--- src/sv/mh_pkg.sv ---
`default_nettype none

package mh_pkg;

    localparam int RAW_W      = 16;
    localparam int OFF_W      = 12;
    localparam int SCALE_W    = 16;
    localparam int DIFF_W     = 17;
    localparam int PROD_W     = 33;
    localparam int FIELD_W    = 25;
    localparam int HEAD_W     = 15;
    localparam int FIELD_FRAC = 8;   // product bits dropped when going from Q.12 to Q.4
    localparam int PRE_SHIFT  = 24;  // extra fraction bits on the CORDIC vector
    localparam int CW         = 52;  // CORDIC x/y width: field + pre-shift + growth
    localparam int ZW         = 33;  // angle accumulator, 2^-22 degree units
    localparam int ANG_FRAC   = 22;
    localparam int HEAD_SHIFT = 16;  // 2^-22 degree down to 1/64 degree
    localparam int TAB_LEN    = 24;

    localparam logic [1:0] REG_X_BIAS = 2'd0;
    localparam logic [1:0] REG_Y_BIAS = 2'd1;
    localparam logic [1:0] REG_SCALE  = 2'd2;

    localparam logic signed [OFF_W-1:0]   X_BIAS_RST = 12'sd11;
    localparam logic signed [OFF_W-1:0]   Y_BIAS_RST = -12'sd107;
    localparam logic        [SCALE_W-1:0] SCALE_RST  = 16'd3768;

    localparam logic signed [ZW-1:0] Z_HALF_TURN = ZW'(180 * (2 ** ANG_FRAC));
    localparam logic signed [ZW-1:0] Z_FULL_TURN = ZW'(360 * (2 ** ANG_FRAC));
    localparam logic signed [ZW-1:0] Z_ROUND     = ZW'(2 ** (HEAD_SHIFT - 1));
    localparam logic [HEAD_W:0]      FULL_TURN_OUT = 16'd23040;

    // atan(2^-i), 2^-22 degree units
    localparam logic signed [ZW-1:0] ATAN_TAB [TAB_LEN] = '{
        33'sd188743680, 33'sd111421900, 33'sd58872272, 33'sd29884485,
        33'sd15000234,  33'sd7507429,   33'sd3754631,  33'sd1877430,
        33'sd938729,    33'sd469366,    33'sd234683,   33'sd117342,
        33'sd58671,     33'sd29335,     33'sd14668,    33'sd7334,
        33'sd3667,      33'sd1833,      33'sd917,      33'sd458,
        33'sd229,       33'sd115,       33'sd57,       33'sd29
    };

    typedef struct packed {
        logic signed [FIELD_W-1:0] x_field;
        logic signed [FIELD_W-1:0] y_field;
    } fields_t;

    typedef struct packed {
        logic signed [CW-1:0] x;
        logic signed [CW-1:0] y;
        logic signed [ZW-1:0] z;
        logic                 zero;
        fields_t              f;
    } cordic_t;

endpackage

`default_nettype wire

--- src/sv/mh_post.sv ---
`default_nettype none

// Angle wrap into 0..360, round to 1/64 degree, full-turn wrap; a zero
// vector gives heading 0. Second stage is the output register.
module mh_post (
    input  wire logic                          clk,
    input  wire logic                          rst_n,
    input  wire logic                          en,
    input  wire logic                          valid_in,
    input  wire mh_pkg::cordic_t               data_in,
    output logic                               valid_out,
    output logic        [mh_pkg::HEAD_W-1:0]   heading,
    output mh_pkg::fields_t                    fields
);

    logic [1:0] valid_reg;

    logic signed [mh_pkg::ZW-1:0] z_reg, z_next, z_sum;
    logic                         zero_a_reg;
    mh_pkg::fields_t              f_a_reg, f_b_reg;
    logic [mh_pkg::HEAD_W:0]      h_round;
    logic [mh_pkg::HEAD_W:0]      h_wrap;
    logic [mh_pkg::HEAD_W-1:0]    head_reg, head_next;

    assign z_next = data_in.z[mh_pkg::ZW-1] ? data_in.z + mh_pkg::Z_FULL_TURN : data_in.z;

    assign z_sum   = z_reg + mh_pkg::Z_ROUND;
    assign h_round = z_sum[mh_pkg::HEAD_SHIFT +: (mh_pkg::HEAD_W+1)];
    assign h_wrap  = (h_round >= mh_pkg::FULL_TURN_OUT) ? h_round - mh_pkg::FULL_TURN_OUT
                                                        : h_round;
    assign head_next = zero_a_reg ? '0 : h_wrap[mh_pkg::HEAD_W-1:0];

    always_ff @(posedge clk or negedge rst_n)
    begin
        if (!rst_n)
        begin
            valid_reg <= '0;
        end
        else if (en)
        begin
            valid_reg <= {valid_reg[0], valid_in};
        end
    end

    always_ff @(posedge clk)
    begin
        if (en)
        begin
            z_reg      <= z_next;
            zero_a_reg <= data_in.zero;
            f_a_reg    <= data_in.f;
            head_reg   <= head_next;
            f_b_reg    <= f_a_reg;
        end
    end

    assign valid_out = valid_reg[1];
    assign heading   = head_reg;
    assign fields    = f_b_reg;

endmodule

`default_nettype wire

--- config.mk ---
export PLATFORM = sky130hd
export DESIGN_NAME = mh_post
export DESIGN_NICKNAME = d
export VERILOG_FILES = /design/src/sv/mh_pkg.sv /design/src/sv/mh_post.sv
export SDC_FILE = /design/constraint.sdc
export NUM_CORES = 1
export LEC_CHECK = 0
export ABC_AREA = 1
export BUFFER_PORTS_ARGS = -buffer_cell sky130_fd_sc_hd__buf_2
export CAP_MARGIN = 20
export CORE_ASPECT_RATIO = 0.5
export CORE_MARGIN = 1
export CORE_UTILIZATION = 33
export CTS_BUF_LIST = sky130_fd_sc_hd__clkbuf_8 sky130_fd_sc_hd__clkbuf_16
export DETAILED_ROUTE_END_ITERATION = 10
export GPL_TIMING_DRIVEN = 0
export PLACE_DENSITY_LB_ADDON = 0.12
export REMOVE_ABC_BUFFERS = 1
export SLEW_MARGIN = 20
export SYNTH_ARGS = -nofsm -noshare
export SYNTH_HDL_FRONTEND = slang
export SYNTH_SLANG_ARGS = --single-unit
--- constraint.sdc ---
create_clock -name clk -period 2.7 [get_ports clk]
set_clock_uncertainty 0.15 [all_clocks]
set_input_delay 0.54 -clock clk [delete_from_list [all_inputs] [get_ports clk]]
set_output_delay 0.54 -clock clk [all_outputs]
set_load 0.05 [all_outputs]
## Word level (Yosys, flattened, before mapping)

Index checks and enable logic that the tools add are counted.

- $add $sub $neg: 3
- Magnitude comparators: 1
- Mux-type cells: 2

Operators with widths:

| cell | count |
|---|---|
| $add A32 B17 Y32 const B | 1 |
| $add A32 B32 Y32 const B | 1 |
| $mux W32 | 1 |
| $ge A16 B15 Y1 const B | 1 |
| $mux W15 | 1 |
| $sub A15 B15 Y15 const B | 1 |

- Bits in registers: 150
- Bits of input ports: 192
- Output and inout bits: 66
- Logic and storage cells: 14

## Longest topological paths before layout

- Depth after elaboration: 3
- Gate-level depth with buffers: 13
- Depth with buffers taken out: 13

## Worst setup path after synthesis

OpenSTA, ideal clock, no wires.

- Kind: reg2reg
- Start point: reg z_reg[15] (netlist bit)
- End point: reg head_reg, in the netlist heading[12] (data pin)
- Setup time: 254 ps
- Arrival: 1536 ps
- Data required time: 2296 ps
- Path slack: 761 ps
- Cell stages (with the launch flop): 13
- Path buffers: 0
- Clock period less this slack: 1939 ps
- Cell sequence: edfxtp_1 -> ha_1 -> nand2_2 -> nor2_4 -> nand2_4 -> o21bai_2 -> nand2_2 -> a21oi_2 -> nand3_4 -> nand2_2 -> nand2_1 -> nand2_1 -> nor2_2

- Word-level cells in the longest chain between the ends: 3
- Elaborated cells on any way between the ends: 4
- Classes of those cells: add/sub: 2; order compare: 1; mux: 1

Ends and longest elaborated chain:

| element | line | RTL |
|---|---|---|
| start: declaration | mh_post.sv:18 | `logic signed [mh_pkg::ZW-1:0] z_reg, z_next, z_sum;` |
| start signal: assignment | mh_post.sv:49 | `z_reg <= z_next;` |
| $add A32 B17 Y32 (*) | mh_post.sv:27 | `assign z_sum = z_reg + mh_pkg::Z_ROUND;` |
| $sub A15 B15 Y15 or $ge A16 B15 Y1 (tied branches) | mh_post.sv:29 | `assign h_wrap = (h_round >= mh_pkg::FULL_TURN_OUT) ? h_round - mh_pkg::FULL_TURN_OUT` |
| $mux W15 (*) | mh_post.sv:29 |  |
| end signal: assignment | mh_post.sv:52 | `head_reg <= head_next;` |
| end: declaration | mh_post.sv:23 | `logic [mh_pkg::HEAD_W-1:0] head_reg, head_next;` |

Mark *: on every way between the ends. The rest lies on a longest branch, timed or not.
A chain may end at the register's enable or synchronous reset.

## Worst setup path after layout

Same ends and word-level chain as after synthesis.

==> metrics.log <==
INFO  metric outcome = completed
INFO  metric seq_area_frac_synth = 81.7%
INFO  metric worst_slew_pin_slew = 0.582 ns
INFO  metric r2r-start = z_reg[15]$_DFFE_PP_
INFO  metric gr-usage-met1 = 12.9%
INFO  metric core-area = 14500 µm²
INFO  metric dieArea = 15500 µm²
INFO  metric regToRegEndpoint = heading[12]$_SDFFCE_PP0P_
INFO  metric fmaxAchievable = 0.453 GHz
INFO  metric timing.final.setup_violations = 0
INFO  metric final.setup.tns = 0 ns
INFO  metric die_h = 88.6 µm
INFO  metric htree_num_levels = 4
INFO  metric grt-ovfl-total = 0
INFO  metric ys.warnings.count = 0
INFO  metric post_cts_resized = 0
INFO  metric ff2ff_path_depth = 12
INFO  metric final_weighted_congestion_in_routability_driven_placement = 0.787
INFO  metric cell_type_of_the_slowest_stage_on_the_worst_timing_path = edfxtp_1
INFO  metric syn_avg_cell_area = 16.1 µm²
INFO  metric cts_max_path_buffers = 2
INFO  metric cp_data_required_time = 2.71 ns
INFO  metric ios = 258
INFO  metric crit_path_top_cell_by_count = nand2_1
INFO  metric setup.reg_to_reg.worst_slack = 0.49 ns
INFO  metric first_pass_grt_wire_length = 13300 µm
INFO  metric power.density = 829 nW/µm²
INFO  metric synthFlopType = edfxtp_1
INFO  metric grt_use_met3 = 4.90%
INFO  metric placed_cells_incl_taps = 643
INFO  metric timing.critical_path.to = heading[12]$_SDFFCE_PP0P_
INFO  metric vias_per_cell = 4.12
INFO  metric dp.final_hpwl = 5980 µm
INFO  metric finalNetCount = 659
INFO  metric postRouteWirelength = 8550 µm
INFO  metric type_of_destination_of_the_critical_path = register
INFO  metric vdd_drop_max = 0.328 mV
INFO  metric final_period_minus_worst_setup_slack = 2.21 ns
INFO  metric timing.setup.critical_path_class = register to register
INFO  metric worst_skew_late_latency = 0.40 ns
INFO  metric drt_pre_antenna_iters = 4
INFO  metric netlist_area = 4950 µm²
INFO  metric via_count = 2789
INFO  metric cts_num_sinks = 135
INFO  metric setup_slack = 0.491 ns
INFO  metric placement.io_buffers = 138
INFO  metric rsz0062_at_grt = false
INFO  metric hold_class = primary input to register
INFO  metric drc_errors = 0
INFO  metric instances_no_fill = 677
INFO  metric number_of_max_capacitance_violations_reported = 0
INFO  metric cts_tree = yes
INFO  metric layout_worst_path_cycle_share = 81.8%
INFO  metric slew_headroom = 61.2%
INFO  metric timing.critical_path.from_type = register
INFO  metric slowest_delay = 0.38 ns
INFO  metric postLayoutCoreUtil = 44.8%
INFO  metric detail_route.iter0.violations = 114
INFO  metric wl_per_cell = 12.6 µm
INFO  metric path_clk_slew = 0.07 ns
INFO  metric placement.setup.worst_slack = 0.490 ns
INFO  metric asyncSetResetFlopFracSynth = 1.48%
INFO  metric finalHoldViolations = 0
INFO  metric critical_path.max_fanout = 6
INFO  metric post_route_cells_drive_above_1_share = 41.2%
INFO  metric startpoint = z_reg[15]$_DFFE_PP_
INFO  metric power_leakage = 2.66 nW
INFO  metric flow.area_growth_from_synthesis = 31.7%
INFO  metric total_routing_resource_utilization_after_global_routing = 11.5%
INFO  metric synth_cell_types = 29
INFO  metric globalRoute.busiestLayer = met2
INFO  metric row_count = 31
INFO  metric post_synthesis_register_bit_count = 135
INFO  metric post_synth_edffs = 133
INFO  metric numCtsBuffers = 17
INFO  metric cell_count_after_synthesis = 308
INFO  metric first_global_vias = 2696
INFO  metric grt_antenna_before_repair = 1
INFO  metric timing.critical_path.arrival = 2.22 ns
INFO  metric timing.final.max_slew_violations = 0
INFO  metric grt_start_max_net_pins = 77
INFO  metric clockRootBuffer = clkbuf_16
INFO  metric final_antenna_net_count = 0
INFO  metric initial_utilization = 34.0%
INFO  metric path_cells = ha_1, nand3_1, nor2_1, nand3_1, nand2_1, nand2_1, nor2_2, nand3_4, nand2_2, nand2_1, nand2_1, nor2_2
INFO  metric grtUsageMet2 = 19.5%
INFO  metric hold-worst-slack = 0.155 ns
INFO  metric die-width = 175 µm
==> where the power goes <==
part	total, W	internal, W	switching (W)
logic	0.000592	0.000152	0.000441
clock network	0.00226	0.00131	0.000949
registers	0.00255	0.00250	0.0000561
==> how the worst min path moves through the flow <==
| stage | startpoint | end | slack (ns) | cells after the start |
|---|---|---|---|---|
| 5_1_grt | data_in[19] | f_a_reg[19]$_DFFE_PP_ | 0.13 | 1 |
| 3_5_place_dp | rst_n | valid_reg[0]$_DFFE_PN0P_ | 0.18 | 1 |
| 6_report | data_in[31] | f_a_reg[31]$_DFFE_PP_ | 0.16 | 1 |
| 3_3_place_gp | rst_n | valid_reg[1]$_DFFE_PN0P_ | 0.18 | 1 |
| 2_1_floorplan | rst_n | valid_reg[0]$_DFFE_PN0P_ | 0.09 | 0 |
| 4_1_cts | data_in[31] | f_a_reg[31]$_DFFE_PP_ | 0.13 | 1 |
==> worst max-delay path, delay by kind of cell (launching register included) <==
family,cells,cell delay [ns]
DFF,1,0.38
adders and majority gates,1,0.22
and+or+nand+nor,11,1.21
==> cells by family (layout without fill, tap and decap cells) <==
family,Yosys count,count (layout),share of synthesized area (%)
flops,135,135,81.7
fa+ha+maj,2,2,0.505
buf+inv,31,201,2.35
xor+xnor,7,7,1.24
other cells,0,1,0
simple gates,106,106,10.5
compound gates,27,27,3.69
==> through the flow <==
stage / total power [W] / cell area, µm²
2_1_floorplan: 0.00299 / 4940
3_3_place_gp: 0.00319 / 5880
3_5_place_dp: 0.00320 / 5920
4_1_cts: 0.00549 / 6520
5_1_grt: 0.00562 / 6520
6_report: 0.00541 / 6520
==> Yosys cell counts, types with 2 or more instances <==
cell type	n	area, µm²
edfxtp_1	133	3990
ha_1	2	25.0
o21ai_1	2	10.0
nand2_2	8	50.1
o21ai_0	4	20.0
nor2_4	5	56.3
nor2_1	21	78.8
xor2_1	6	52.6
clkbuf_1	2	7.51
inv_1	27	101
o21a_1	2	15.0
nor2_2	4	25.0
nand2_1	44	165
a211oi_1	2	15.0
nand4_1	5	31.3
dfrtp_1	2	50.1
a21oi_1	9	45.0
nor3_1	2	10.0
o21ai_2	2	17.5
a21oi_2	3	26.3
nand3_1	15	75.1
==> per-layer routing <==
metal,share of wire [%],vias to the layer above
met1,43,1283
li1,-,1434
met2,51,63
met3,5.3,9
met4,1.0,0
met5,0,-
==> final cells by class <==
| cell class | instances | area [µm²] |
|---|---|---|
| Fill cell | 1363 | 8030 |
| Sequential cell | 135 | 4040 |
| Multi-Input combinational cell | 142 | 790 |
| Timing Repair Buffer | 140 | 738 |
| Clock buffer | 17 | 425 |
| Tap cell | 198 | 248 |
| Clock inverter | 15 | 164 |
| Inverter | 29 | 109 |
| Antenna cell | 1 | 2.50 |
==> layout by cell type (no fill, tap or decap), types with 2 or more instances in the layout <==
| cell type | n |
|---|---|
| nand2_1 | 44 |
| inv_8 | 5 |
| nand4_1 | 5 |
| nand3_1 | 15 |
| o21a_1 | 2 |
| o21ai_0 | 4 |
| clkinvlp_4 | 3 |
| o21ai_1 | 2 |
| inv_6 | 3 |
| nor2_1 | 21 |
| edfxtp_1 | 133 |
| a21oi_2 | 3 |
| nor2_4 | 5 |
| nor3_1 | 2 |
| nand2_2 | 8 |
| clkbuf_16 | 17 |
| a211oi_1 | 2 |
| o21ai_2 | 2 |
| a21oi_1 | 9 |
| inv_1 | 28 |
| ha_1 | 2 |
| dfrtp_1 | 2 |
| buf_2 | 137 |
| nor2_2 | 4 |
| xor2_1 | 6 |
==> what timing repair did <==
action | CTS | global route
endpoints found under the setup margin | 0 | 0
hold endpoints to repair | 2 | 0
hold buffers | 1 | 0
setup buffers | 0 | 0
(Power assumes the default switching activity.)
