==> config.mk <==
export PLATFORM = sky130hd
export DESIGN_NAME = mh_front
export DESIGN_NICKNAME = d
export VERILOG_FILES = /design/src/sv/mh_pkg.sv /design/src/sv/mh_front.sv
export SDC_FILE = /design/constraint.sdc
export NUM_CORES = 2
export LEC_CHECK = 0
export BUFFER_PORTS_ARGS = -buffer_cell sky130_fd_sc_hd__buf_4
export CELL_PAD_IN_SITES_DETAIL_PLACEMENT = 1
export CELL_PAD_IN_SITES_GLOBAL_PLACEMENT = 1
export CORE_UTILIZATION = 45
export DETAILED_ROUTE_END_ITERATION = 8
export PLACE_DENSITY = 0.87
export REMOVE_ABC_BUFFERS = 1
export SETUP_SLACK_MARGIN = 0.3
export SLEW_MARGIN = 20
export SYNTH_ARGS = -nofsm -noshare
export SYNTH_HDL_FRONTEND = slang
export SYNTH_SLANG_ARGS = --single-unit
==> constraint.sdc <==
create_clock -name clk -period 6.55 [get_ports clk]
set_clock_uncertainty 0.1 [all_clocks]
set_input_delay 0 -clock clk [delete_from_list [all_inputs] [get_ports clk]]
set_output_delay 0 -clock clk [all_outputs]
set_load 0.02 [all_outputs]
==> src/sv/mh_pkg.sv <==
`default_nettype none

package mh_pkg;

    localparam int RAW_W      = 16;
    localparam int OFF_W      = 12;
    localparam int SCALE_W    = 16;
    localparam int DIFF_W     = 17;
    localparam int PROD_W     = 33;
    localparam int FIELD_W    = 25;
    localparam int HEAD_W     = 15;
    localparam int FIELD_FRAC = 8;   // product bits dropped when going from Q.12 to Q.4
    localparam int PRE_SHIFT  = 24;  // extra fraction bits on the CORDIC vector
    localparam int CW         = 52;  // CORDIC x/y width: field + pre-shift + growth
    localparam int ZW         = 33;  // angle accumulator, 2^-22 degree units
    localparam int ANG_FRAC   = 22;
    localparam int HEAD_SHIFT = 16;  // 2^-22 degree down to 1/64 degree
    localparam int TAB_LEN    = 24;

    localparam logic [1:0] REG_X_BIAS = 2'd0;
    localparam logic [1:0] REG_Y_BIAS = 2'd1;
    localparam logic [1:0] REG_SCALE  = 2'd2;

    localparam logic signed [OFF_W-1:0]   X_BIAS_RST = 12'sd11;
    localparam logic signed [OFF_W-1:0]   Y_BIAS_RST = -12'sd107;
    localparam logic        [SCALE_W-1:0] SCALE_RST  = 16'd3768;

    localparam logic signed [ZW-1:0] Z_HALF_TURN = ZW'(180 * (2 ** ANG_FRAC));
    localparam logic signed [ZW-1:0] Z_FULL_TURN = ZW'(360 * (2 ** ANG_FRAC));
    localparam logic signed [ZW-1:0] Z_ROUND     = ZW'(2 ** (HEAD_SHIFT - 1));
    localparam logic [HEAD_W:0]      FULL_TURN_OUT = 16'd23040;

    // atan(2^-i), 2^-22 degree units
    localparam logic signed [ZW-1:0] ATAN_TAB [TAB_LEN] = '{
        33'sd188743680, 33'sd111421900, 33'sd58872272, 33'sd29884485,
        33'sd15000234,  33'sd7507429,   33'sd3754631,  33'sd1877430,
        33'sd938729,    33'sd469366,    33'sd234683,   33'sd117342,
        33'sd58671,     33'sd29335,     33'sd14668,    33'sd7334,
        33'sd3667,      33'sd1833,      33'sd917,      33'sd458,
        33'sd229,       33'sd115,       33'sd57,       33'sd29
    };

    typedef struct packed {
        logic signed [FIELD_W-1:0] x_field;
        logic signed [FIELD_W-1:0] y_field;
    } fields_t;

    typedef struct packed {
        logic signed [CW-1:0] x;
        logic signed [CW-1:0] y;
        logic signed [ZW-1:0] z;
        logic                 zero;
        fields_t              f;
    } cordic_t;

endpackage

`default_nettype wire

==> src/sv/mh_front.sv <==
`default_nettype none

// Offset removal, gain multiply, Q.4 rounding and CORDIC set-up: four stages.
module mh_front (
    input  wire logic                                 clk,
    input  wire logic                                 rst_n,
    input  wire logic                                 en,
    input  wire logic                                 valid_in,
    input  wire logic signed [mh_pkg::RAW_W-1:0]      x_raw,
    input  wire logic signed [mh_pkg::RAW_W-1:0]      y_raw,
    input  wire logic signed [mh_pkg::OFF_W-1:0]      x_bias,
    input  wire logic signed [mh_pkg::OFF_W-1:0]      y_bias,
    input  wire logic        [mh_pkg::SCALE_W-1:0]    scale,
    output logic                                      valid_out,
    output mh_pkg::cordic_t                           data_out
);

    localparam int EXT_W = mh_pkg::CW - mh_pkg::FIELD_W - mh_pkg::PRE_SHIFT;

    logic [3:0] valid_reg;

    logic signed [mh_pkg::DIFF_W-1:0] dx_reg, dy_reg, dx_next, dy_next;
    logic signed [mh_pkg::PROD_W-1:0] px_reg, py_reg, px_next, py_next;
    logic signed [2*mh_pkg::DIFF_W-1:0] px_full, py_full;
    logic signed [mh_pkg::DIFF_W-1:0] scale_s;
    logic signed [mh_pkg::PROD_W-1:0] rx, ry;
    mh_pkg::fields_t f_reg, f_next;
    mh_pkg::cordic_t c_reg, c_next;
    logic signed [mh_pkg::CW-1:0] xs, ys;
    logic neg;

    // stage 1: remove hard-iron offset
    assign dx_next = {x_raw[mh_pkg::RAW_W-1], x_raw}
                   - {{(mh_pkg::DIFF_W-mh_pkg::OFF_W){x_bias[mh_pkg::OFF_W-1]}}, x_bias};
    assign dy_next = {y_raw[mh_pkg::RAW_W-1], y_raw}
                   - {{(mh_pkg::DIFF_W-mh_pkg::OFF_W){y_bias[mh_pkg::OFF_W-1]}}, y_bias};

    // stage 2: gain, Q.12 product
    assign scale_s = $signed({1'b0, scale});
    assign px_full = dx_reg * scale_s;
    assign py_full = dy_reg * scale_s;
    assign px_next = px_full[mh_pkg::PROD_W-1:0];
    assign py_next = py_full[mh_pkg::PROD_W-1:0];

    // stage 3: round half away from zero; negatives add 127 then floor
    assign rx = px_reg + (px_reg[mh_pkg::PROD_W-1] ? 33'sd127 : 33'sd128);
    assign ry = py_reg + (py_reg[mh_pkg::PROD_W-1] ? 33'sd127 : 33'sd128);
    assign f_next.x_field = rx[mh_pkg::FIELD_FRAC +: mh_pkg::FIELD_W];
    assign f_next.y_field = ry[mh_pkg::FIELD_FRAC +: mh_pkg::FIELD_W];

    // stage 4: fold left half-plane onto the right, start angle at 180
    assign neg = f_reg.x_field[mh_pkg::FIELD_W-1];
    assign xs  = {{EXT_W{f_reg.x_field[mh_pkg::FIELD_W-1]}}, f_reg.x_field,
                  {mh_pkg::PRE_SHIFT{1'b0}}};
    assign ys  = {{EXT_W{f_reg.y_field[mh_pkg::FIELD_W-1]}}, f_reg.y_field,
                  {mh_pkg::PRE_SHIFT{1'b0}}};

    always_comb
    begin
        c_next.x    = neg ? -xs : xs;
        c_next.y    = neg ? -ys : ys;
        c_next.z    = neg ? mh_pkg::Z_HALF_TURN : '0;
        c_next.zero = (f_reg.x_field == '0) && (f_reg.y_field == '0);
        c_next.f    = f_reg;
    end

    always_ff @(posedge clk or negedge rst_n)
    begin
        if (!rst_n)
        begin
            valid_reg <= '0;
        end
        else if (en)
        begin
            valid_reg <= {valid_reg[2:0], valid_in};
        end
    end

    always_ff @(posedge clk)
    begin
        if (en)
        begin
            dx_reg <= dx_next;
            dy_reg <= dy_next;
            px_reg <= px_next;
            py_reg <= py_next;
            f_reg  <= f_next;
            c_reg  <= c_next;
        end
    end

    assign valid_out = valid_reg[3];
    assign data_out  = c_reg;

endmodule

`default_nettype wire

Yosys cells after proc, flatten, opt, wreduce, memory -nomap -nowiden
Index checks and enable logic that the tools add are counted.
{"block": "classes", "reduce_logical": 3, "mux": 5, "addsub": 6, "multipliers": 2}
{"op": "negation 49 -> 52 bit", "count": 2}
{"op": "adder 33 x 9 -> 33 bit", "count": 2}
{"op": "multiplier 17 x 17 -> 33 bit", "count": 2}
{"op": "2-to-1 mux 52 bit", "count": 1}
{"op": "logical NOT 25 bit", "count": 2}
{"op": "2-to-1 mux 48 bit", "count": 1}
{"op": "subtractor 16 x 12 -> 17 bit", "count": 2}
{"op": "2-to-1 mux 30 bit", "count": 1}
{"op": "2-to-1 mux 8 bit", "count": 2}
{"op": "logical AND 1 bit", "count": 1}
{"block": "word_totals", "inputBits": 76, "word_cells": 31, "register_bits": 342}

Logic depth before layout (Yosys ltp)
{"block": "logic_depth", "ltp_word": 2, "depth_mapped": 25, "depth_no_buf": 22}

Worst setup path before layout
OpenSTA, ideal clock, no wires.
{"block": "synth_path", "path_kind": "flip-flop to flip-flop", "startpoint": "reg dy_reg[16] (netlist bit)", "endpoint": "reg py_reg[32] (netlist bit) (data pin)", "period_less_slack_ps": 6742, "t_required_ps": 6191, "setup_ps": 259, "path_buffers": 2, "stages_incl_launch_ff": 25, "arrival_time_ps": 6383, "path_slack_ps": -192, "cell_sequence": "edfxtp_1 -> clkbuf_1 -> nand2_1 -> inv_1 -> fa_1 -> inv_1 -> fa_1 -> inv_1 -> fa_1 -> fa_1 -> fa_1 -> inv_1 -> fa_1 -> inv_1 -> ha_1 -> and3_1 -> and4_1 -> clkbuf_1 -> a221o_1 -> a32o_1 -> o41ai_2 -> o21ai_0 -> a211oi_1 -> a21oi_1 -> xnor2_1"}
{"block": "synth_between", "elab_chain_cells": 1}
{"element": "start: declaration", "line": "mh_front.sv:22", "source": "logic signed [mh_pkg::DIFF_W-1:0] dx_reg, dy_reg, dx_next, dy_next;"}
{"element": "start signal: assignment", "line": "mh_front.sv:84", "source": "dy_reg <= dy_next;"}
{"element": "multiplier 17 x 17 -> 33 bit", "line": "mh_front.sv:41", "source": "assign py_full = dy_reg * scale_s;"}
{"element": "net py_full, one bit", "line": "mh_front.sv:24", "source": "logic signed [2*mh_pkg::DIFF_W-1:0] px_full, py_full;"}
{"element": "end signal: assignment", "line": "mh_front.sv:86", "source": "py_reg <= py_next;"}
{"element": "end: declaration", "line": "mh_front.sv:23", "source": "logic signed [mh_pkg::PROD_W-1:0] px_reg, py_reg, px_next, py_next;"}
The timed path passes the listed nets, and every way through them passes these cells.
A chain may end at the register's enable or synchronous reset.

Final worst setup path
{"block": "layout_path", "startpoint": "reg dx_reg[9] (netlist bit)", "endpoint": "reg px_reg[26] (netlist bit) (data pin)"}
{"block": "layout_between", "elab_chain_cells": 1}
{"element": "start: declaration", "line": "mh_front.sv:22"}
{"element": "start signal: assignment", "line": "mh_front.sv:83", "source": "dx_reg <= dx_next;"}
{"element": "multiplier 17 x 17 -> 33 bit", "line": "mh_front.sv:40", "source": "assign px_full = dx_reg * scale_s;"}
{"element": "net px_full, one bit", "line": "mh_front.sv:24"}
{"element": "end signal: assignment", "line": "mh_front.sv:85", "source": "px_reg <= px_next;"}
{"element": "end: declaration", "line": "mh_front.sv:23"}
The timed path passes the listed nets, and every way through them passes these cells.

==> out/results.ini <==
[sta]
maxSlewViolCount = 0
setup_ws_ns = -0.872
period_needed_ns = 7.42
relSlewSlack_pct = 2.21
hold_slack_ns = 0.00583
hold_violations = 0
worst_pin_slew_ns = 1.45
min_period_over_period_pct = 113
setup-violations-final = 32
fmax_mhz = 135
rsz0062_at_grt = true
tns_ns = -17.23

[critical_path]
r2r_slack_ns = -0.87
critPathBufInv = 7
start_kind = flip-flop
r2r_start = dx_reg[9]$_DFFE_PP_
cp_slowest_stage_delay_ns = 0.81
cp_cell_sequence = buf_6, buf_6, and2_1, fa_1, inv_1, fa_2, fa_1, inv_1, fa_1, fa_1, inv_1, fa_1, inv_2, ha_4, a21o_1, a2111oi_4, buf_4, o21ai_4, o2111ai_4, nand2_2, or2_4, a21oi_4, xnor2_1
crit_fanout = 4
crit_path_end = px_reg[26]$_DFFE_PP_
crit_path_top_delay_cell = fa_1
cp.arrival_ns = 7.66
end_kind = flip-flop
required_ns = 6.79
path_class = reg -> reg
cp_num_cells = 23
r2r_end = px_reg[26]$_DFFE_PP_
r2r_cells = 23
critPathTopFamily = adder cells
path_common_cell = fa_1
startpoint = dx_reg[9]$_DFFE_PP_

[logic_synthesis]
yosys.area_share.simple_pct = 12.8
syn_inst = 3238
synth_compound_area_share_pct = 4.83
yosysUniqueCellTypes = 60
syn_area_per_cell_um2 = 10.1
yosys_register_bits = 259
synthMuxAreaShare_pct = 0.168
synth_edf_count = 255
synth_warnings = 0
synthXorXnorAreaFrac_pct = 4.94
synth.cell_area_um2 = 32800
synth-seq-area-share_pct = 23.7
synth_top_family_by_area = adder cells
yosys.area_share.adder_pct = 41.8
synthFlopType = edfxtp_1
synthArstFlopShare_pct = 1.54

[min_path]
hp-start = x_bias[5]
hold_path.class = in -> reg

[floorplan]
start_util_pct = 45.7
rows = 98
die_w_um = 272
dieArea_um2 = 73900
io_pins = 265
die_h_um = 272
core_area_um2 = 71700

[grt]
grt_max_degree = 135
grt_pass1_wl_um = 181000
antenna_found_initial = 10
grt_overflow = 0
grt_pass1_vias = 30470
gr-usage-all-layers_pct = 32.4

[run_status]
status = finished with violations
violations = negative setup slack

[final_layout]
final_common_cell = inv_1
layout_common_cells = inv_1 (712), fa_1 (511), buf_4 (359)
post-route-cell-area_um2 = 39400
largest_reg_flops = 105
nNetsFinal = 4494
drive_gt1_share_pct = 19.9
area_growth_pct = 20.1

[flow_run]
maxCapViolations = 0

[placed_design]
dpl_cell_area_um2 = 35700
gp_congestion = 0.874
port_buffers = 187
dpl.hpwl_um = 72400

[route]
wl_um = 143000
dr.pass1.iters = 6
viasPerCell = 6.04
drt_first_iter_violations = 3378
num_vias = 27975
drtAntennaViolNets = 0
route.detailed.drc = 0
wl_per_cell_um = 30.8

[clock_network]
cts_tree = yes
cts-root-buf = clkbuf_16
numCtsBuffers = 29
clock_path_buffers = 3
clk_latency_ns = 0.62
cts.clk_slew.worst_paths_ns = 0.09
clkSinkCount = 259
cts_htree_levels = 1

-- layout make-up --
type / instances / area [um^2]
diodes: 6 / 15.0
clock buffers: 36 / 752
clock inverters: 15 / 140
fillers: 7752 / 32300
inverters: 768 / 2880
multi-input cells: 2113 / 22600
flip-flops and latches: 259 / 7760
well taps: 950 / 1190
repair buffers: 481 / 4050
-- worst min-delay path by stage --
stage                                    end  slack, ns  cells after the start
floorplan           valid_reg[0]$_DFFE_PN0P_      -0.40                      0
global placement    valid_reg[3]$_DFFE_PN0P_      -0.30                      1
detailed placement  valid_reg[0]$_DFFE_PN0P_      -0.30                      1
CTS                      dx_reg[9]$_DFFE_PP_      0.001                      4
global route             dx_reg[9]$_DFFE_PP_       0.03                      4
finish                   dx_reg[5]$_DFFE_PP_      0.006                      4
-- per-stage QoR --
step,util [%],setup slack (ns),cells
3_3_place_gp,49.7,-0.0315,4400
3_5_place_dp,49.7,-0.350,4400
5_1_grt,54.9,-0.868,4623
6_report,54.9,-0.872,4628
2_1_floorplan,-,-0.0809,3140
4_1_cts,53.6,-0.125,4583
-- kinds of logic after synthesis --
kind of cell	count (synthesis)
adders and majority gates	766
other	1
and+or+nand+nor	837
xor gates and xnor gates	185
AOI/OAI and AO/OA	240
DFF	259
buffers and inverters	945
muxes	5
-- per-layer routing --
metal / global-route usage (%) / vias up / part of all wire, %
li1: - / 10571 / -
met1: 35.7 / 13841 / 32
met2: 54.1 / 2483 / 45
met3: 8.82 / 1061 / 13
met4: 23.1 / 19 / 10
met5: 0 / - / 0.12
-- synth_stat cells (5+ instances only) --
| cell | instances | share of area [%] |
|---|---|---|
| a211oi_1 | 8 | 0.18 |
| a21boi_0 | 5 | 0.11 |
| a21o_1 | 25 | 0.57 |
| a21oi_1 | 55 | 0.84 |
| a31oi_1 | 6 | 0.11 |
| and2_1 | 266 | 5.1 |
| and3_1 | 18 | 0.34 |
| buf_4 | 83 | 1.9 |
| clkbuf_1 | 94 | 1.1 |
| edfxtp_1 | 255 | 23 |
| fa_1 | 550 | 34 |
| ha_1 | 216 | 8.2 |
| inv_1 | 768 | 8.8 |
| nand2_1 | 334 | 3.8 |
| nand2b_1 | 16 | 0.31 |
| nand3_1 | 33 | 0.50 |
| nand4_1 | 16 | 0.31 |
| nor2_1 | 75 | 0.86 |
| nor2b_1 | 19 | 0.36 |
| nor3_1 | 22 | 0.34 |
| o21a_1 | 18 | 0.41 |
| o21ai_0 | 56 | 0.85 |
| o21bai_1 | 5 | 0.11 |
| o31ai_1 | 15 | 0.34 |
| o41ai_1 | 10 | 0.27 |
| or2_2 | 5 | 0.095 |
| or3_1 | 10 | 0.19 |
| or4_1 | 8 | 0.18 |
| xnor2_1 | 160 | 4.3 |
| xor2_1 | 25 | 0.67 |
-- what timing repair did --
action	CTS	global route
pin swaps	133	122
setup endpoints to repair	30	33
endpoints found under the hold margin	90	0
gates resized for setup	197	176
hold buffers	54	0
setup buffers	78	39
-- worst register-to-register path: stages, from the launching register on --
cell and delay, ns:
edfxtp_1 0.54, buf_6 0.19, buf_6 0.12, and2_1 0.19
fa_1 0.68, inv_1 0.13, fa_2 0.37, fa_1 0.44
inv_1 0.24, fa_1 0.64, fa_1 0.82, inv_1 0.10
fa_1 0.51, inv_2 0.05, ha_4 0.24, a21o_1 0.21
a2111oi_4 0.37, buf_4 0.21, o21ai_4 0.08, o2111ai_4 0.28
nand2_2 0.12, or2_4 0.27, a21oi_4 0.13, xnor2_1 0.11
Power is not shown: default switching activity piles up to over one toggle a cycle in this logic, so the estimate is an artifact.
