**config.mk**
```make
export PLATFORM = sky130hd
export DESIGN_NAME = mh_cordic_stage
export DESIGN_NICKNAME = d
export VERILOG_FILES = /design/src/sv/mh_pkg.sv /design/src/sv/mh_cordic_stage.sv
export SDC_FILE = /design/constraint.sdc
export NUM_CORES = 1
export LEC_CHECK = 0
export ABC_CLOCK_PERIOD_IN_PS = 1000
export BUFFER_PORTS_ARGS = -buffer_cell sky130_fd_sc_hd__buf_2
export CORE_MARGIN = 4
export CORE_UTILIZATION = 28
export DETAILED_ROUTE_END_ITERATION = 8
export PLACE_DENSITY = 0.49
export SETUP_SLACK_MARGIN = 0.3
export SLEW_MARGIN = 20
export SYNTH_ARGS = -nofsm -noshare
export SYNTH_HDL_FRONTEND = slang
export SYNTH_SLANG_ARGS = --single-unit
```
**constraint.sdc**
```tcl
create_clock -name clk -period 1 [get_ports clk]
set_input_delay 0.2 -clock clk [delete_from_list [all_inputs] [get_ports clk]]
set_output_delay 0.2 -clock clk [all_outputs]
set_load 0.005 [all_outputs]
```
**src/sv/mh_pkg.sv**
```systemverilog
`default_nettype none

package mh_pkg;

    localparam int RAW_W      = 16;
    localparam int OFF_W      = 12;
    localparam int SCALE_W    = 16;
    localparam int DIFF_W     = 17;
    localparam int PROD_W     = 33;
    localparam int FIELD_W    = 25;
    localparam int HEAD_W     = 15;
    localparam int FIELD_FRAC = 8;   // product bits dropped when going from Q.12 to Q.4
    localparam int PRE_SHIFT  = 24;  // extra fraction bits on the CORDIC vector
    localparam int CW         = 52;  // CORDIC x/y width: field + pre-shift + growth
    localparam int ZW         = 33;  // angle accumulator, 2^-22 degree units
    localparam int ANG_FRAC   = 22;
    localparam int HEAD_SHIFT = 16;  // 2^-22 degree down to 1/64 degree
    localparam int TAB_LEN    = 24;

    localparam logic [1:0] REG_X_BIAS = 2'd0;
    localparam logic [1:0] REG_Y_BIAS = 2'd1;
    localparam logic [1:0] REG_SCALE  = 2'd2;

    localparam logic signed [OFF_W-1:0]   X_BIAS_RST = 12'sd11;
    localparam logic signed [OFF_W-1:0]   Y_BIAS_RST = -12'sd107;
    localparam logic        [SCALE_W-1:0] SCALE_RST  = 16'd3768;

    localparam logic signed [ZW-1:0] Z_HALF_TURN = ZW'(180 * (2 ** ANG_FRAC));
    localparam logic signed [ZW-1:0] Z_FULL_TURN = ZW'(360 * (2 ** ANG_FRAC));
    localparam logic signed [ZW-1:0] Z_ROUND     = ZW'(2 ** (HEAD_SHIFT - 1));
    localparam logic [HEAD_W:0]      FULL_TURN_OUT = 16'd23040;

    // atan(2^-i), 2^-22 degree units
    localparam logic signed [ZW-1:0] ATAN_TAB [TAB_LEN] = '{
        33'sd188743680, 33'sd111421900, 33'sd58872272, 33'sd29884485,
        33'sd15000234,  33'sd7507429,   33'sd3754631,  33'sd1877430,
        33'sd938729,    33'sd469366,    33'sd234683,   33'sd117342,
        33'sd58671,     33'sd29335,     33'sd14668,    33'sd7334,
        33'sd3667,      33'sd1833,      33'sd917,      33'sd458,
        33'sd229,       33'sd115,       33'sd57,       33'sd29
    };

    typedef struct packed {
        logic signed [FIELD_W-1:0] x_field;
        logic signed [FIELD_W-1:0] y_field;
    } fields_t;

    typedef struct packed {
        logic signed [CW-1:0] x;
        logic signed [CW-1:0] y;
        logic signed [ZW-1:0] z;
        logic                 zero;
        fields_t              f;
    } cordic_t;

endpackage

`default_nettype wire

```
**src/sv/mh_cordic_stage.sv**
```systemverilog
`default_nettype none

// One vectoring CORDIC iteration, registered.
module mh_cordic_stage #(
    parameter int STEP = 0
) (
    input  wire logic            clk,
    input  wire logic            rst_n,
    input  wire logic            en,
    input  wire logic            valid_in,
    input  wire mh_pkg::cordic_t data_in,
    output logic                 valid_out,
    output mh_pkg::cordic_t      data_out
);

    logic            valid_reg;
    mh_pkg::cordic_t c_reg, c_next;
    logic signed [mh_pkg::CW-1:0] xs, ys;
    logic rot_cw;

    assign xs     = data_in.x >>> STEP;
    assign ys     = data_in.y >>> STEP;
    assign rot_cw = !data_in.y[mh_pkg::CW-1] && (data_in.y != '0);

    always_comb
    begin
        c_next = data_in;
        if (rot_cw)
        begin
            c_next.x = data_in.x + ys;
            c_next.y = data_in.y - xs;
            c_next.z = data_in.z + mh_pkg::ATAN_TAB[STEP];
        end
        else
        begin
            c_next.x = data_in.x - ys;
            c_next.y = data_in.y + xs;
            c_next.z = data_in.z - mh_pkg::ATAN_TAB[STEP];
        end
    end

    always_ff @(posedge clk or negedge rst_n)
    begin
        if (!rst_n)
        begin
            valid_reg <= 1'b0;
        end
        else if (en)
        begin
            valid_reg <= valid_in;
        end
    end

    always_ff @(posedge clk)
    begin
        if (en)
        begin
            c_reg <= c_next;
        end
    end

    assign valid_out = valid_reg;
    assign data_out  = c_reg;

endmodule

`default_nettype wire

```
### Yosys cells after proc, flatten, opt, wreduce, memory -nomap -nowiden

Index checks and enable logic that the tools add are counted.

* div/mod/pow operators: 0
* order comparisons: 0
* shifts and indexed selects: 0
* muxes and demuxes: 1
* equality and inequality tests: 0
* bitwise operators: 0
* add/sub/neg operators: 5
* reductions and logical operators: 3
* multiply operators: 0

Operators with widths (count)
* 2-to-1 mux 137 bit: 1
* subtractor 52 bit: 2
* adder 52 bit: 1
* nonzero test 52 bit: 1
* adder 33 x 29 -> 33 bit (second input constant): 1
* subtractor 33 x 29 -> 33 bit (second input constant): 1
* logical AND 1 bit: 1
* logical NOT 1 bit: 1

* memories: 0
* ROM bits: 0
* bits in registers: 189
* bits in latches: 0
* bits in writable memories: 0
* input bits: 192
* logic and storage cells: 16

### Logic depth before layout (Yosys ltp)

Gate-level depths: netlist of the first run.

* depth in word-level cells: 3
* depth in mapped cells: 18
* depth with buffers taken out: 16

### Worst setup path after synthesis of the first run

No wires, ideal clock.

* path kind: input port to flip-flop
* start: input port data_in[122] (netlist name)
* end: register c_reg, in the netlist data_out[82] (data pin)
* path slack: -2.544 ns
* data required time: 0.742 ns
* stages on the path: 17
* arrival time: 3.287 ns
* path through: nor4_1 nand4_1 nor4_1 nor2_1 inv_1 clkbuf_1 buf_1 ha_1 a21o_1 a21oi_1 o21ai_0 a21oi_1 o21bai_1 a21oi_1 o21bai_1 a21oi_1 xnor2_1

RTL lines
* start, declared: line mh_cordic_stage.sv:11 `input wire mh_pkg::cordic_t data_in,`
* end signal, assigned: line mh_cordic_stage.sv:58 `c_reg <= c_next;`
* end, declared: line mh_cordic_stage.sv:17 `mh_pkg::cordic_t c_reg, c_next;`

==> flow_summary.json, run 1 <==
{
  "stdcell_count": 3697,
  "drtIter0Drc": 1066,
  "crit_start": "data_in[85]",
  "ios": 381,
  "synth.yosys.seq_area_share": 0.363,
  "worstPathMaxFanout": 4,
  "p_leak_uw": 0.0133,
  "p_comb_frac": 0.482,
  "clk_latency_ns": 0.50,
  "synth_cell_types": 89,
  "power_switching_uw": 12900,
  "fin_nets": 3291,
  "met1_usage": 0.330,
  "cts-root-buf": "clkbuf_16",
  "routed_wirelength_um": 79600,
  "cp.arrival_ns": 3.05,
  "setup_slack_ns": -1.81,
  "violations": "negative setup slack",
  "tns_ns": -201.12,
  "p_sw_frac": 0.369,
  "regArea_um2": 5640,
  "worst_slew_pin_slew_ns": 0.722,
  "rrSetupSlack_ns": 0.25,
  "portBuffers": 380,
  "maxCapViolCount": 0,
  "clkTransAtPathRegs_ns": 0.09,
  "dieWidth_um": 244,
  "antenna_left": 0,
  "synth_warnings": 0,
  "cp-end-kind": "register",
  "drive_gt1_frac": 0.561,
  "antenna_found_initial": 4,
  "r2r_cells": 1,
  "synth_flop_cell": "edfxtp_1",
  "multiInputGateArea_um2": 11700,
  "finalCriticalPeriod_ns": 2.81,
  "p_clk_frac": 0.218,
  "initial_core_util": 0.282,
  "finalCritPeriodShare": 2.81,
  "grt_max_degree": 57,
  "crit_type": "in2reg",
  "cts_buffers": 17,
  "slew_headroom": 0.515,
  "synth-simple-area-share": 0.127,
  "min_from": "en",
  "worstHoldEndpoint": "data_out[178]",
  "synthAdderAreaFrac": 0.136,
  "power_density_nw_per_um2": 1170,
  "synth_edf_count": 187,
  "finish.utilization": 0.541,
  "status": "finished with violations",
  "synth_compound_area_frac": 0.233,
  "met3_usage": 0.0381,
  "globalRouteOverflowTotal": 0,
  "holdWs_ns": 0.0707,
  "area_growth_pct": 91.5,
  "yosysTopAreaCellShare": 0.362,
  "grt_pass1_vias": 19200,
  "ir_drop_mv": 1.54,
  "synth_mux_area_frac": 0.0143,
  "cp.required_ns": 1.24,
  "setup_violations": 301,
  "placed_cells": 3462,
  "clock_sinks": 188,
  "worstHoldPathCells": 2,
  "ctsHtreeMaxLevel": 4,
  "dieArea_um2": 59300,
  "slew_viol_final": 0,
  "fin_skew_ns": 0,
  "hold_class": "in2reg",
  "cts_tree": "done",
  "syn_inst": 1714,
  "synth_area_um2": 15500,
  "drc": 0,
  "place_congestion": 0.970,
  "wire_per_inst_um": 21.5,
  "synth_xor_area_frac": 0.0620,
  "grt_pass1_wl_um": 117000,
  "die_h_um": 244,
  "grtUsageMet2": 0.444,
  "cts.path.max_buffers": 2,
  "yosysTopAreaCell": "edfxtp_1",
  "busiest_layer": "met2",
  "seqPwrFrac": 0.300,
  "rsz0062_at_grt": "true",
  "syn_nets": 2072,
  "yosys_register_bits": 188,
  "synth.area.top_cells": "edfxtp_1 36%, ha_1 13%, a21oi_1 7.3%, xnor2_1 5.9%, inv_1 4.1%",
  "start_kind": "primary input",
  "num_rows": 86,
  "core_um2": 55000,
  "via_per_inst": 5.00,
  "hpwl_um": 60200,
  "drtPass1Iterations": 5,
  "vias": 18500,
  "hold_viol": 0,
  "nFillCells": 4950,
  "grt_usage": 0.258,
  "async_flop_share": 0.00532,
  "syn_avg_cell_area_um2": 9.06,
  "timing.fmax_mhz": 356,
  "crit-reg2reg-capture": "valid_out",
  "p_int_uw": 22000,
  "reg2reg_from": "valid_out",
  "synth_top_family_by_area": "compound AO/OA/AOI/OAI gates"
}
-- how the worst max path moves through the flow --
stage / slack, ns / end / cells past startpoint
after floorplan: -1.94 / data_out[83] / 18
after global placement: -2.61 / data_out[83] / 19
after detailed placement: -2.66 / data_out[83] / 19
after CTS: -1.78 / data_out[128] / 17
after global routing: -1.91 / data_out[83] / 19
final: -1.81 / data_out[135] / 16
-- metrics by stage --
step           total power (uW)  cell area, um2  worst slack [ns]
3_3_place_gp              23600           24100             -2.61
4_1_cts                   33900           28400             -1.78
2_1_floorplan             16200           16400             -1.94
5_1_grt                   36500           29700             -1.91
6_report                  34900           29700             -1.81
3_5_place_dp              23600           24100             -2.66
-- repair_timing --
item / 4_1_cts / 5_1_grt
endpoints found under the hold margin: 76 / 0
resized for setup: 427 / 203
setup endpoints to repair: 302 / 303
buffers inserted: 65 / 43
gates cloned: 14 / 1
pin swaps: 184 / 149
hold buffers: 77 / 0
-- synthesized netlist by cell type (all sizes together), types with 24 or more instances --
library cell and n:
a21oi 233, edfxtp 187, inv 171, ha 162
nor2 134, o21ai 112, xnor2 105, nand2 86
o21bai 44, clkbuf 37, buf 35, nand4 35
nor4 34, a21o 33, nor3 33, o31ai 24
-- flip-flops by register name, indices dropped and copies added, names as in the netlist --
signal and flops:
data_out 187, valid_out 1
-- routing by layer --
metal  share of wire  routed length, um  vias to the layer above
met1            0.43              33900                     9021
met5         0.00016                 13                        -
met4           0.036               2840                        2
li1                -                  -                     8684
met2            0.48              38400                      637
met3           0.056               4480                      126
-- worst max-delay path, stage by stage --
cell	delay (ns)
buf_8	0.09
clkinvlp_4	0.10
buf_6	0.13
ha_4	0.25
nor2b_4	0.13
o31a_1	0.32
o21ai_1	0.16
buf_4	0.16
nand2_4	0.06
a31oi_4	0.22
o21ai_4	0.09
a21bo_1	0.23
a211o_4	0.37
a211o_1	0.29
a21oi_2	0.15
xnor2_1	0.09
-- cell type report --
type                            count  area share
Antenna cell                        3    0.000252
Clock buffer                       17      0.0143
Clock inverter                     15     0.00703
Inverter                          178      0.0252
Multi-Input combinational cell   1276       0.395
Sequential cell                   188       0.190
Tap cell                          748      0.0315
Timing Repair Buffer             1272       0.337
-- power groups by stage --
| stage | registers, uW | logic [uW] | clock network, uW |
|---|---|---|---|
| 2_1_floorplan | 10700 | 5500 | 0 |
| 3_3_place_gp | 10600 | 12900 | 0 |
| 3_5_place_dp | 10600 | 12900 | 0 |
| 4_1_cts | 10500 | 15500 | 7880 |
| 5_1_grt | 10600 | 17800 | 8140 |
| 6_report | 10500 | 16800 | 7610 |
-- placed cells by master, fill, tap and decap left out, types with 14 or more instances in the layout --
master / synthesis / routed
nor2_2: 0 / 15
o21bai_1: 44 / 42
xnor2_2: 0 / 30
a21oi_4: 0 / 29
xnor2_1: 105 / 75
dlygate4sd3_1: 0 / 77
buf_12: 0 / 29
buf_4: 6 / 671
o21ai_2: 3 / 18
edfxtp_1: 187 / 187
nor2_1: 134 / 104
buf_2: 16 / 357
o21ai_0: 96 / 46
nor2_4: 0 / 15
o21ai_1: 13 / 22
nand4_1: 35 / 35
a21oi_2: 5 / 55
a21o_1: 33 / 32
nand3_1: 20 / 16
nand2_4: 0 / 14
nor3_1: 33 / 21
inv_1: 171 / 150
o21ai_4: 0 / 26
buf_6: 2 / 114
clkbuf_16: 0 / 18
a21oi_1: 228 / 149
ha_1: 162 / 132
ha_4: 0 / 22
buf_16: 0 / 16
nor4_1: 32 / 14
nand2_1: 86 / 65
-- kinds of logic after synthesis --
logic type | count (synthesis)
buf+inv | 250
xor+xnor | 110
flops | 188
fa+ha+maj | 166
simple gates | 408
compound gates | 570
mux | 22
(Power assumes the default switching activity.)
==> run 2, diff against run 1 <==
- CORE_MARGIN: 4 -> unset
- REMOVE_ABC_BUFFERS: unset -> 1
==> flow_summary.json, run 2 (synthesis gave the netlist of run 1 again) <==
{
  "status": "finished with violations",
  "violations": "negative setup slack",
  "vias": 18700,
  "cts.path.max_buffers": 2,
  "slew_headroom": 0.407,
  "drive_gt1_frac": 0.567,
  "drtIter0Drc": 1280,
  "start_kind": "primary input",
  "clk_latency_ns": 0.49,
  "cp_slowest_cell": "a221o_1",
  "fin_skew_ns": 0,
  "dieWidth_um": 238,
  "setup_violations": 301,
  "setup_slack_ns": -1.89,
  "die_h_um": 238,
  "dpl_cell_area_um2": 23300,
  "core_um2": 54300,
  "clkTransAtPathRegs_ns": 0.08,
  "hold_viol": 0,
  "num_rows": 85,
  "initial_core_util": 0.286,
  "worst_slew_pin_slew_ns": 0.881,
  "grt_pass1_vias": 18700,
  "drc": 0,
  "rsz0062_at_grt": "true",
  "via_per_inst": 5.01,
  "p_leak_uw": 0.0134,
  "final_cell_mix": "694 x buf_4, 343 x buf_2, 187 x edfxtp_1, 152 x a21oi_1",
  "maxCapViolCount": 0,
  "total_power_uw": 34400,
  "antenna_left": 0,
  "timing.fmax_mhz": 346,
  "tns_ns": -209.73,
  "dieArea_um2": 56400,
  "wire_per_inst_um": 21.0,
  "nFillCells": 4801,
  "antenna_found_initial": 7,
  "area_growth_pct": 93.5,
  "crit_type": "in2reg",
  "grt_pass1_wl_um": 113000,
  "grt_usage": 0.266,
  "worstPathMaxFanout": 4,
  "finalCriticalPeriod_ns": 2.89,
  "final_area_um2": 30100,
  "final_common_cell": "buf_4",
  "clock_sinks": 188,
  "fin_nets": 3330,
  "crit_chain": "buf_8 > buf_6 > ha_4 > nor2b_4 > o311ai_4 > o21a_1 > o211a_4 > o32a_1 > a221o_1 > o31ai_4 > buf_6 > buf_6 > a21boi_2 > o21ai_2 > o21ai_1 > xor2_1 > buf_4",
  "cpPeakStageDelay_ns": 0.40,
  "hold_class": "in2reg",
  "crit_top_cell": "buf_6",
  "ir_drop_mv": 1.47,
  "hpwl_um": 57900,
  "globalRouteOverflowTotal": 0,
  "cp.arrival_ns": 3.14,
  "cts_tree": "done",
  "cp-end-kind": "register",
  "portBuffers": 380,
  "grt_max_degree": 33,
  "ios": 381,
  "routed_wirelength_um": 78200,
  "ctsHtreeMaxLevel": 4,
  "slew_viol_final": 0,
  "finalCritPeriodShare": 2.89,
  "drtPass1Iterations": 6,
  "place_congestion": 0.952,
  "largest_reg_flops": 187,
  "cp.required_ns": 1.25,
  "power_density_nw_per_um2": 1150,
  "cts-root-buf": "clkbuf_16",
  "holdWs_ns": 0.0958,
  "cts_buffers": 17
}
[run 2: power by group]
part           internal, uW  total (uW)  switching (uW)
combinational          8560       16800            8220
sequential            10100       10500             424
clock                  3410        7180            3770
[run 2: cell type report]
class | instances | area (um2) | area share
multi-input cells | 1276 | 11700 | 0.389
flip-flops and latches | 188 | 5640 | 0.188
well taps | 739 | 925 | 0.0308
inverters | 178 | 701 | 0.0233
repair buffers | 1311 | 10500 | 0.348
clock buffers | 17 | 425 | 0.0142
clock inverters | 15 | 195 | 0.00650
diodes | 5 | 12.5 | 0.000416
[run 2: worst max-delay path, delay by kind of cell]
family                   cells  cell delay (ns)
AO/OA/AOI/OAI                9             1.80
buffers and inverters        5             0.61
adder cells (fa/ha/maj)      1             0.23
AND/OR/NAND/NOR              1             0.15
XOR/XNOR                     1             0.15
[run 2: metal layers]
layer / up-vias / routed length, um / global-route usage
met3: 114 / 4630 / 0.0362
met1: 9101 / 33900 / 0.351
met5: - / 23 / 0
met4: 4 / 2540 / 0.0976
li1: 8751 / - / -
met2: 725 / 37100 / 0.442
[run 2: path summary, 6_finish.rpt]
kind | endpoint | cells after the start | slack (ns) | startpoint
min reg2reg | valid_out | 1 | 0.52 | valid_out
min in group asynchronous | valid_out | 3 | 0.57 | rst_n
max in group asynchronous | valid_out | 3 | 0.33 | rst_n
max | data_out[183] | 17 | -1.89 | data_in[137]
max reg2reg | valid_out | 1 | 0.26 | valid_out
min | data_out[76] | 2 | 0.1 | en
[run 2: per-stage QoR]
step | std cells | util | setup slack, ns
5_1_grt | 3727 | 0.553 | -1.98
3_5_place_dp | 3440 | 0.429 | -2.82
6_report | 3729 | 0.553 | -1.89
3_3_place_gp | 3440 | 0.429 | -2.75
4_1_cts | 3651 | 0.518 | -1.83
2_1_floorplan | 1642 | - | -6.97
[run 2: repair_timing]
action                                 in CTS  in global routing
endpoints found under the hold margin      75                  0
pin swaps                                 167                147
setup endpoints to repair                 302                302
gates resized for setup                   569                272
hold buffers                               76                  0
gates cloned                               11                  3
buffers inserted                           92                 70
